==> config.mk <==
export PLATFORM = sky130hd
export DESIGN_NAME = radix_digit_converter_unit
export DESIGN_NICKNAME = d
export VERILOG_FILES = /design/src/rtl/rdc_pkg.sv /design/src/rtl/rdc_front.sv /design/src/rtl/rdc_queue.sv /design/src/rtl/rdc_back.sv /design/src/rtl/radix_digit_converter_unit.sv
export SDC_FILE = /design/constraint.sdc
export NUM_CORES = 2
export LEC_CHECK = 0
export BUFFER_PORTS_ARGS = -buffer_cell sky130_fd_sc_hd__buf_2
export CAP_MARGIN = 30
export CORE_MARGIN = 2
export CORE_UTILIZATION = 60
export CTS_CLUSTER_SIZE = 14
export DETAILED_ROUTE_END_ITERATION = 6
export GPL_TIMING_DRIVEN = 0
export PLACE_DENSITY = 0.76
export SLEW_MARGIN = 30
export SYNTH_ARGS = -nofsm -noshare
export SYNTH_HDL_FRONTEND = slang
export SYNTH_SLANG_ARGS = --single-unit
==> constraint.sdc <==
create_clock -name clk -period 13.97 [get_ports clk]
set_input_delay 1.397 -clock clk [delete_from_list [all_inputs] [get_ports clk]]
set_output_delay 1.397 -clock clk [all_outputs]
set_load 0.01 [all_outputs]
==> src/rtl/rdc_pkg.sv <==
// Shared types, constants and the digit-to-ASCII function for the radix digit converter.
package rdc_pkg;

  localparam logic [5:0] RADIX_MIN   = 6'd2;
  localparam logic [5:0] RADIX_MAX   = 6'd36;
  localparam logic [5:0] RADIX_RESET = 6'd10;

  localparam logic [6:0] CHAR_ZERO   = 7'd48;
  localparam logic [6:0] CHAR_NINE   = 7'd57;
  localparam logic [6:0] CHAR_A      = 7'd65;
  localparam logic [6:0] CHAR_Z      = 7'd90;

  typedef enum logic [1:0] {
    FR_IDLE,
    FR_RUN,
    FR_PUSH
  } front_state_t;

  function automatic logic [6:0] rdc_digit_symbol(input logic [5:0] d);
    logic [6:0] sym;
    if (d < 6'd10) begin
      sym = CHAR_ZERO + {1'b0, d};
    end else begin
      sym = CHAR_A + {1'b0, d} - 7'd10;
    end
    return sym;
  endfunction

endpackage

==> src/rtl/rdc_front.sv <==
// Front end: accept a value and shift its bits into base-N digit cells, MSB first.
module rdc_front import rdc_pkg::*; #(
  parameter int MAX_DIGITS = 32,
  parameter int VALUE_BITS = 31,
  localparam int CW = $clog2(MAX_DIGITS + 1)
) (
  input  logic                         clk,
  input  logic                         rst,
  input  logic [5:0]                   radix,
  input  logic                         value_valid,
  output logic                         value_stall,
  input  logic [VALUE_BITS-1:0]        value,
  output logic                         push_valid,
  input  logic                         push_stall,
  output logic [CW-1:0]                push_count,
  output logic [MAX_DIGITS-1:0][5:0]   push_cells
);

  localparam int BW = $clog2(VALUE_BITS + 1);

  front_state_t state, state_next;

  logic [VALUE_BITS-1:0]       shreg;
  logic [BW-1:0]               bits;
  logic [CW-1:0]               count;
  logic [MAX_DIGITS-1:0][5:0]  cells;
  logic [MAX_DIGITS-1:0][5:0]  cells_next;
  logic [MAX_DIGITS:0]         gen;
  logic [MAX_DIGITS:0]         prop;
  logic [MAX_DIGITS:0]         carry;
  logic                        accept;

  assign accept = value_valid && !value_stall;

  always_comb begin
    state_next = state;
    case (state)
      FR_IDLE: if (value_valid) state_next = FR_RUN;
      FR_RUN:  if (bits == BW'(1)) state_next = FR_PUSH;
      FR_PUSH: if (!push_stall) state_next = FR_IDLE;
      default: state_next = FR_IDLE;
    endcase
  end

  always_comb begin
    value_stall = 1'b1;
    push_valid  = 1'b0;
    case (state)
      FR_IDLE: value_stall = 1'b0;
      FR_RUN:  value_stall = 1'b1;
      FR_PUSH: push_valid  = 1'b1;
      default: value_stall = 1'b1;
    endcase
  end

  always_ff @(posedge clk) begin
    if (rst) begin
      state <= FR_IDLE;
    end else begin
      state <= state_next;
    end
  end

  // carry into each cell, resolved as one add over generate/propagate
  always_comb begin
    gen  = '0;
    prop = '0;
    for (int i = 0; i < MAX_DIGITS; i++) begin
      gen[i]  = ({cells[i], 1'b0} >= {1'b0, radix});
      prop[i] = ({cells[i], 1'b1} >= {1'b0, radix});
    end
    carry = (prop + gen + {{MAX_DIGITS{1'b0}}, shreg[VALUE_BITS-1]}) ^ prop ^ gen;
  end

  always_comb begin
    logic [6:0] v;
    for (int i = 0; i < MAX_DIGITS; i++) begin
      v = {cells[i], carry[i]};
      if (v >= {1'b0, radix}) begin
        cells_next[i] = 6'(v - {1'b0, radix});
      end else begin
        cells_next[i] = v[5:0];
      end
    end
  end

  always_ff @(posedge clk) begin
    if (accept) begin
      shreg <= value;
      bits  <= BW'(VALUE_BITS);
      count <= CW'(1);
      cells <= '0;
    end else if (state == FR_RUN) begin
      shreg <= shreg << 1;
      bits  <= bits - BW'(1);
      cells <= cells_next;
      if (count != CW'(MAX_DIGITS) && carry[count]) begin
        count <= count + CW'(1);
      end
    end
  end

  assign push_count = count;
  assign push_cells = cells;

endmodule

==> src/rtl/rdc_queue.sv <==
// Two-entry queue between the front and back ends.
module rdc_queue #(
  parameter int WIDTH = 8
) (
  input  logic             clk,
  input  logic             rst,
  input  logic             in_valid,
  output logic             in_stall,
  input  logic [WIDTH-1:0] in_data,
  output logic             out_valid,
  input  logic             out_stall,
  output logic [WIDTH-1:0] out_data
);

  logic [WIDTH-1:0] mem [2];
  logic             wr_ptr;
  logic             rd_ptr;
  logic [1:0]       fill;
  logic             push;
  logic             pop;

  assign in_stall  = (fill == 2'd2);
  assign out_valid = (fill != 2'd0);
  assign push      = in_valid && !in_stall;
  assign pop       = out_valid && !out_stall;
  assign out_data  = mem[rd_ptr];

  always_ff @(posedge clk) begin
    if (rst) begin
      wr_ptr <= 1'b0;
      rd_ptr <= 1'b0;
      fill   <= 2'd0;
    end else begin
      if (push) wr_ptr <= !wr_ptr;
      if (pop) rd_ptr <= !rd_ptr;
      if (push && !pop) begin
        fill <= fill + 2'd1;
      end else if (pop && !push) begin
        fill <= fill - 2'd1;
      end
    end
  end

  always_ff @(posedge clk) begin
    if (push) mem[wr_ptr] <= in_data;
  end

endmodule

==> src/rtl/rdc_back.sv <==
// Back end: emit the digits of one conversion, most significant first, through an output register.
module rdc_back import rdc_pkg::*; #(
  parameter int MAX_DIGITS = 32,
  localparam int CW = $clog2(MAX_DIGITS + 1)
) (
  input  logic                        clk,
  input  logic                        rst,
  input  logic                        q_valid,
  output logic                        q_stall,
  input  logic [CW-1:0]               q_count,
  input  logic [MAX_DIGITS-1:0][5:0]  q_cells,
  output logic                        digit_valid,
  input  logic                        digit_stall,
  output logic [6:0]                  digit_char,
  output logic                        last_digit
);

  localparam int PW = $clog2(MAX_DIGITS);

  logic                        busy;
  logic [PW-1:0]               pos;
  logic [MAX_DIGITS-1:0][5:0]  cells;
  logic                        load;
  logic                        emit;

  assign q_stall = busy;
  assign load    = q_valid && !busy;
  assign emit    = busy && (!digit_valid || !digit_stall);

  always_ff @(posedge clk) begin
    if (rst) begin
      busy        <= 1'b0;
      digit_valid <= 1'b0;
    end else begin
      if (load) begin
        busy <= 1'b1;
      end else if (emit && pos == '0) begin
        busy <= 1'b0;
      end
      if (emit) begin
        digit_valid <= 1'b1;
      end else if (!digit_stall) begin
        digit_valid <= 1'b0;
      end
    end
  end

  always_ff @(posedge clk) begin
    if (load) begin
      cells <= q_cells;
      pos   <= PW'(q_count - CW'(1));
    end else if (emit) begin
      pos <= pos - PW'(1);
    end
    if (emit) begin
      digit_char <= rdc_digit_symbol(cells[pos]);
      last_digit <= (pos == '0);
    end
  end

endmodule

==> src/rtl/radix_digit_converter_unit.sv <==
// Top level of the radix digit converter: base register, front end, queue and back end.
// Front end holds one value through its run and push states, one bit into the digit cells per cycle.
// Back end emits one digit per cycle at the output register while the output is not stalled.
// Front and back end each finish one value before taking the next; the queue holds two.
// Synchronous reset clears control state and sets the base to 10; no clearing pass.
module radix_digit_converter_unit import rdc_pkg::*; #(
  parameter int MAX_DIGITS = 32,
  parameter int VALUE_BITS = 31
) (
  input  logic                  clk,
  input  logic                  rst,
  input  logic                  cfg_wr_en,
  input  logic [5:0]            cfg_wr_data,
  input  logic                  value_valid,
  output logic                  value_stall,
  input  logic [VALUE_BITS-1:0] value,
  output logic                  digit_valid,
  input  logic                  digit_stall,
  output logic [6:0]            digit_char,
  output logic                  last_digit
);

  localparam int CW    = $clog2(MAX_DIGITS + 1);
  localparam int REC_W = CW + MAX_DIGITS * 6;

  logic [5:0]                 radix;
  logic                       push_valid;
  logic                       push_stall;
  logic [CW-1:0]              push_count;
  logic [MAX_DIGITS-1:0][5:0] push_cells;
  logic                       q_valid;
  logic                       q_stall;
  logic [REC_W-1:0]           q_data;
  logic [CW-1:0]              q_count;
  logic [MAX_DIGITS-1:0][5:0] q_cells;

  always_ff @(posedge clk) begin
    if (rst) begin
      radix <= RADIX_RESET;
    end else if (cfg_wr_en) begin
      if (cfg_wr_data < RADIX_MIN) begin
        radix <= RADIX_MIN;
      end else if (cfg_wr_data > RADIX_MAX) begin
        radix <= RADIX_MAX;
      end else begin
        radix <= cfg_wr_data;
      end
    end
  end

  rdc_front #(
    .MAX_DIGITS (MAX_DIGITS),
    .VALUE_BITS (VALUE_BITS)
  ) u_front (
    .clk         (clk),
    .rst         (rst),
    .radix       (radix),
    .value_valid (value_valid),
    .value_stall (value_stall),
    .value       (value),
    .push_valid  (push_valid),
    .push_stall  (push_stall),
    .push_count  (push_count),
    .push_cells  (push_cells)
  );

  rdc_queue #(
    .WIDTH (REC_W)
  ) u_queue (
    .clk       (clk),
    .rst       (rst),
    .in_valid  (push_valid),
    .in_stall  (push_stall),
    .in_data   ({push_count, push_cells}),
    .out_valid (q_valid),
    .out_stall (q_stall),
    .out_data  (q_data)
  );

  assign q_count = q_data[REC_W-1 -: CW];
  assign q_cells = q_data[MAX_DIGITS*6-1:0];

  rdc_back #(
    .MAX_DIGITS (MAX_DIGITS)
  ) u_back (
    .clk         (clk),
    .rst         (rst),
    .q_valid     (q_valid),
    .q_stall     (q_stall),
    .q_count     (q_count),
    .q_cells     (q_cells),
    .digit_valid (digit_valid),
    .digit_stall (digit_stall),
    .digit_char  (digit_char),
    .last_digit  (last_digit)
  );

endmodule

[After elaboration in Yosys (flattened, before gate mapping)]
Memories as Yosys holds them, arrays and structs flattened. A register that Yosys moved wholly into a read port is not among the register bits.
Index checks and enable logic that the tools add are counted.
Storage, ports and cells
  register bits: 453
  latch bits: 0
  RAM bits: 396
  bits in read-only memories: 0
  bits of input ports: 42
  output and inout port bits: 10
  word-level logic and storage cells: 318
  memories: 1
Memory list
  u_queue.mem: words 2, width 198, rd ports 1, clocked after memory_dff 1, write ports 1, RTL line rdc_queue.sv:15  | logic [WIDTH-1:0] mem [2];
Operators by class
  add/subtract/negate cells: 43
  multipliers: 0
  div/mod/pow operators: 0
  $lt $le $gt $ge: 101
  eq/ne operators: 9
  shift-type cells: 0
  muxes and demuxes: 59
  bitwise logic cells: 2
  reductions and logical operators: 26
Operator list (number)
  7-bit by 6-bit >= comparator with 1-bit output: 96
  6-bit two-way mux: 35
  6-bit subtractor: 32
  33-bit by 32-bit XOR with 33-bit output: 2
  31-bit two-way mux: 2
  32-bit by 32-bit adder with 33-bit output: 1
  33-bit by 1-bit adder with 33-bit output: 1
  6-bit binary-select mux with 5-bit select: 1
  5-bit by 1-bit subtractor with 5-bit output (second input constant): 3
  1-bit two-way mux: 11
  2-bit two-way mux: 5
  5-bit two-way mux: 2
  2-bit nonzero test: 5
  1-bit logical AND: 8
  1-bit zero test: 8
  6-bit by 6-bit adder with 7-bit output (first input constant): 1
  7-bit by 6-bit adder with 7-bit output (first input constant): 1
  6-bit by 7-bit < comparator with 1-bit output (second input constant): 1
  7-bit two-way mux: 1
  7-bit by 4-bit subtractor with 7-bit output (second input constant): 1
  6-bit by 1-bit adder with 6-bit output (second input constant): 1
  1-bit binary-select mux with 6-bit select: 1
  6-bit greater-than comparator (second input constant): 1
  5-bit by 6-bit < comparator with 1-bit output (second input constant): 1
  16 further kinds: 19

[Longest topological paths before layout]
  depth in word-level cells: 9
  gate-level depth with buffers: 30
  mapped depth without buffers: 27

[By module]
Synthesis repeated with hierarchy kept, for this count alone.
Second synthesis, totals
  cell total of the unflattened synthesis: 4008
  area total of the unflattened synthesis: 45851.5 um^2
By module, submodules not included
  rdc_front: instances 1, cells each 2904, area each 22389.0 um^2, seq. area each 5034.8 um^2
  rdc_queue: instances 1, cells each 641, area each 14924.3 um^2, seq. area each 11991.5 um^2
  rdc_back: instances 1, cells each 432, area each 8270.4 um^2, seq. area each 6195.9 um^2
  radix_digit_converter_unit: instances 1, cells each 31, area each 267.8 um^2, seq. area each 120.1 um^2

[Least setup slack after synthesis]
No wires, ideal clock.
  kind: flip-flop to flip-flop
  start point: register u_queue.fill[0]
  end point: memory u_queue.mem[0][0] (netlist name) (enable)
  arrival time: 9.510 ns
  data required time: 13.189 ns
  path slack: 3.679 ns
  cell stages (with the launch flop): 4
  buffers on the path: 0
  clock period less this slack: 10.291 ns
  path through: dfxtp_1 nor2b_1 nor3b_1 nor2b_1
Between the ends
  cells in the longest elaborated chain, start to end: 5
Ends and longest elaborated chain
  from (decl): RTL line rdc_queue.sv:18  | logic [1:0] fill;
  from (signal assigned): RTL line rdc_queue.sv:37  | fill <= fill + 2'd1;
  from (signal assigned): RTL line rdc_queue.sv:39  | fill <= fill - 2'd1;
  2-bit equality test: RTL line rdc_queue.sv:22  | assign in_stall = (fill == 2'd2);
  1-bit zero test: RTL line rdc_queue.sv:24  | assign push = in_valid && !in_stall;
  1-bit logical AND: RTL line rdc_queue.sv:24
  named net u_queue.push: RTL line rdc_queue.sv:19  | logic push;
  1-bit two-way mux: RTL line rdc_queue.sv:45  | if (push) mem[wr_ptr] <= in_data;
  1-bit two-way mux (implied by the code): RTL line rdc_queue.sv:45
  to (decl): RTL line rdc_queue.sv:15
The timed path passes the listed nets, and every way through them passes these cells.

[Worst setup path after layout]
  start point: register radix[0]
  end point: register u_front.cells, in the netlist u_front.push_cells[140]
Between the ends
  cells in the longest elaborated chain, start to end: 7
  elaborated cells between the ends (all ways): 55
  classes of those cells: 3 x add/sub; 49 x order compare; 1 x mux; 2 x bitwise
Ends and longest elaborated chain
  from (decl): RTL line radix_digit_converter_unit.sv:26  | logic [5:0] radix;
  from (signal assigned): RTL line radix_digit_converter_unit.sv:46  | radix <= cfg_wr_data;
  7-bit by 6-bit >= comparator with 1-bit output, on equally long branches: RTL line rdc_front.sv:70, rdc_front.sv:69
  32-bit by 32-bit adder with 33-bit output: RTL line rdc_front.sv:72  | carry = (prop + gen + {{MAX_DIGITS{1'b0}}, shreg[VALUE_BITS-1]}) ^ prop ^ gen;
  33-bit by 1-bit adder with 33-bit output: RTL line rdc_front.sv:72
  33-bit by 32-bit XOR with 33-bit output (2 in a row): RTL line rdc_front.sv:72
  6-bit subtractor / 7-bit by 6-bit >= comparator with 1-bit output (equally long branches): RTL line rdc_front.sv:80, rdc_front.sv:79
  6-bit two-way mux (*): RTL line rdc_front.sv:79  | if (v >= {1'b0, radix}) begin
  to (signal assigned): RTL line rdc_front.sv:96  | cells <= cells_next;
  to (decl): RTL line rdc_front.sv:26  | logic [MAX_DIGITS-1:0][5:0] cells;
Mark *: on every way between the ends. The rest lies on a longest branch, timed or not.
A chain may end at the register's enable or synchronous reset.

==> run metrics <==
outcome=finished, final reports clean; post-cts repair resize count=0; Worst Hold Class=reg2reg; Clock Sinks=848; FF-to-FF setup slack=between 4 and 5 ns; post-synthesis mux area share=0.0840; Worst R2R End=u_front.push_cells[140]$_SDFFE_PP0P_; unique cell type count in the Yosys netlist=slightly below 90; Net Count, Synth=about 4200; RSZ-0062 raised after global routing=false; Max Clock Skew=0.0394 ns; Area Growth Syn to Fin=12.1%; Max-cap violations=0; Syn Std Cell Area=around 45000 µm²; grt ovf=0; initial core utilization=0.604; number of global-route vias before repair=31200; Ports=between 50 and 60; Clk Latency, worst-skew pair=roughly 0.67 ns; CP max stage delay=0.69 ns; Std-Cell Rows=100; Clock transition at path regs=0.06 ns; DR pass1 iterations=6; minimum clock period=between 9 and 10 ns; Slew Limit Headroom=0.289; Worst Setup SP=radix[0]$_SDFFE_PP0P_; worst path arrival time=approximately 9.6 ns; die area=roughly 77000 µm²; CTS tree=yes; cell mode on critical path=o21ai_0; #FFs+latches synth=between 800 and 900; Critical Path Source Type=flop; Die Span Y=277 µm; layout net count=about 4400; Primary FF master, synth=edfxtp_1; core area=around 74000 µm²; asr flop ratio synth=0; Worst Setup Path Type=reg2reg; Crit. End Element=flop; cts hold-fix bufs=0; initial antenna violation count=4; DRT Wirelength=129000 µm; Setup crit end=u_front.push_cells[140]$_SDFFE_PP0P_; post-layout util=0.677; critical-path maximum fanout=15; Port Buffers=51; Post-synth EDFFs=between 600 and 700; H-tree Lvls=3; final antenna-violating net count=0; Starting DRT DRC Count=3859; dpl hpwl=89000 µm; worst r2r path cells=29; WL/cell=around 25 µm; adder-cell share of the synthesized area=0.0876; Peak Freq=about 0.11 GHz; # setup viols final=0; Post-Syn Instances=3893; Post-Syn Area per Cell=roughly 11 µm²; total negative setup slack=0 ns; Num CTS Buffers=slightly below 90; first-pass GRT wire length=between 150000 and 200000 µm; Required @ worst endpoint=14.48 ns; largest family of logic cells by synthesized area=compound AO/OA/AOI/OAI gates; Compound-Gate Fraction of Synth Area=0.141; GRT Total Usage=0.334; RR Startpoint=radix[0]$_SDFFE_PP0P_; Fin. Hold Viols=0; WHS=around 0.46 ns; fin cells=~5100; Worst path slowest cell=buf_2; post-synthesis sequential area ratio=0.520; vias per inst=between 6 and 7; Setup Buffers After CTS=0; Clock Tree Root=clkbuf_16; fraction of layout cells with a size suffix above 1=0.134; fill count=about 5400; deepest clock path buffer count=3; Inst Count DP=4944; final critical-path share of the clock period=0.649; Syn. warnings=0; drt drc=0; Slew Viols, Final=0; post-synthesis xor/xnor area fraction=0.0432; via count=between 30000 and 40000; simple-gate share of the synthesized area=0.0986; Tightest Pin Transition=about 1.1 ns; Final Wtd Congestion=1.01; die width=277 µm; maximum number of pins on one net before global-route repair=about 70
## synth_stat cells (38+ instances only)
library cell	instances	area [µm²]
edfxtp_1	630	18900
xnor2_1	101	885
inv_1	123	462
a21o_1	115	863
ha_1	259	3240
mux2_2	208	2340
nand2b_1	63	394
xor2_1	115	1010
o21ai_0	299	1500
clkbuf_1	151	567
a21oi_1	353	1770
nand2_1	229	860
mux2i_1	50	500
nand3_1	177	886
mux4_2	40	901
dfxtp_1	218	4360
nor2_1	228	856
nor2b_1	50	313
a211oi_1	38	285
## area by class of cell
type	count	area (µm²)	area share
inverters	126	493	0.00983
multi-input cells	2750	20300	0.405
flip-flops and latches	848	23300	0.464
clock inverters	46	624	0.0124
well taps	969	1210	0.0242
clock buffers	120	2490	0.0497
repair buffers	83	1030	0.0205
diodes	1	2.50	0.0000499
plain buffers	169	693	0.0138
## worst max-delay path: cells and delay by family, from the launching register on
kind            cells  cell delay, ns
buf+inv             8            3.94
compound gates     12            2.29
simple gates        6            0.71
fa+ha+maj           2            0.67
xor+xnor            1            0.66
flops               1            0.57
## per-stage QoR
step	setup WS, ns	cell area [µm²]
2_1_floorplan	3.68	44700
3_3_place_gp	-3.21	46200
3_5_place_dp	5.14	47000
4_1_cts	5.06	50100
5_1_grt	4.64	50200
6_report	4.91	50200
## cells by family (layout without fill, tap and decap cells)
family | after synthesis | after routing
AO/OA/AOI/OAI | 1042 | 1042
AND/OR/NAND/NOR | 898 | 898
flip-flops | 848 | 848
multiplexers | 299 | 299
buffers and inverters | 295 | 544
adder cells (fa/ha/maj) | 293 | 293
XOR/XNOR | 218 | 218
other | 0 | 1
## how the worst min path moves through the flow
| stage | startpoint | end | slack [ns] | cells after the start |
|---|---|---|---|---|
| floorplan | u_front.push_count[2]$_SDFFE_PP0P_ | u_queue.mem[0][194]$_DFFE_PP_ | 0.42 | 0 |
| global placement | u_front.push_count[2]$_SDFFE_PP0P_ | u_queue.mem[1][194]$_DFFE_PP_ | 0.43 | 0 |
| detailed placement | u_front.push_count[2]$_SDFFE_PP0P_ | u_queue.mem[1][194]$_DFFE_PP_ | 0.44 | 0 |
| CTS | u_front.push_count[2]$_SDFFE_PP0P_ | u_queue.mem[0][194]$_DFFE_PP_ | 0.45 | 0 |
| global route | u_front.push_count[2]$_SDFFE_PP0P_ | u_queue.mem[0][194]$_DFFE_PP_ | 0.46 | 0 |
| finish | u_front.push_count[2]$_SDFFE_PP0P_ | u_queue.mem[0][194]$_DFFE_PP_ | 0.46 | 0 |
## metal layers
metal / vias up / track usage / share of wire
met3: 368 / 0.0605 / 0.10
met2: 1663 / 0.519 / 0.45
met5: - / 0 / 0.00021
met4: 4 / 0.178 / 0.057
li1: 14911 / - / -
met1: 15988 / 0.450 / 0.39
## placed cells by master (no fill, tap or decap), types with 9 or more instances in the layout
master,instances
nor2_1,228
mux4_2,40
and2_1,9
ha_1,259
a21bo_2,13
a21oi_1,353
clkinv_2,13
clkbuf_8,15
clkbuf_1,154
edfxtp_1,630
clkbuf_2,12
mux2_2,208
and4b_1,9
buf_2,62
nand4_1,20
o21a_1,33
nand4b_1,32
nand3_1,177
o21bai_1,10
xnor2_1,101
o21ai_0,299
nor3_1,15
a211oi_1,38
buf_16,21
nand2_1,229
dfxtp_1,216
nor2b_1,49
nor3b_1,17
nand2b_1,63
a31oi_1,37
bufinv_16,13
a21o_1,115
o22ai_1,28
clkbuf_16,89
xor2_1,115
fa_1,34
mux2i_1,50
o211ai_1,16
inv_1,117
## flip-flops by register name (all words and copies together), names as in the netlist, 5 cells and up, named ones only
register,flops
u_back.pos,5
u_front.shreg,31
u_back.digit_char,7
u_queue.mem,394
u_front.bits,5
radix,6
u_front.push_count,6
u_back.cells,192
u_front.push_cells,192
Power is left out: the tool's default activity adds up to more than one toggle a clock period on the data nets, which glitch-free logic cannot reach.
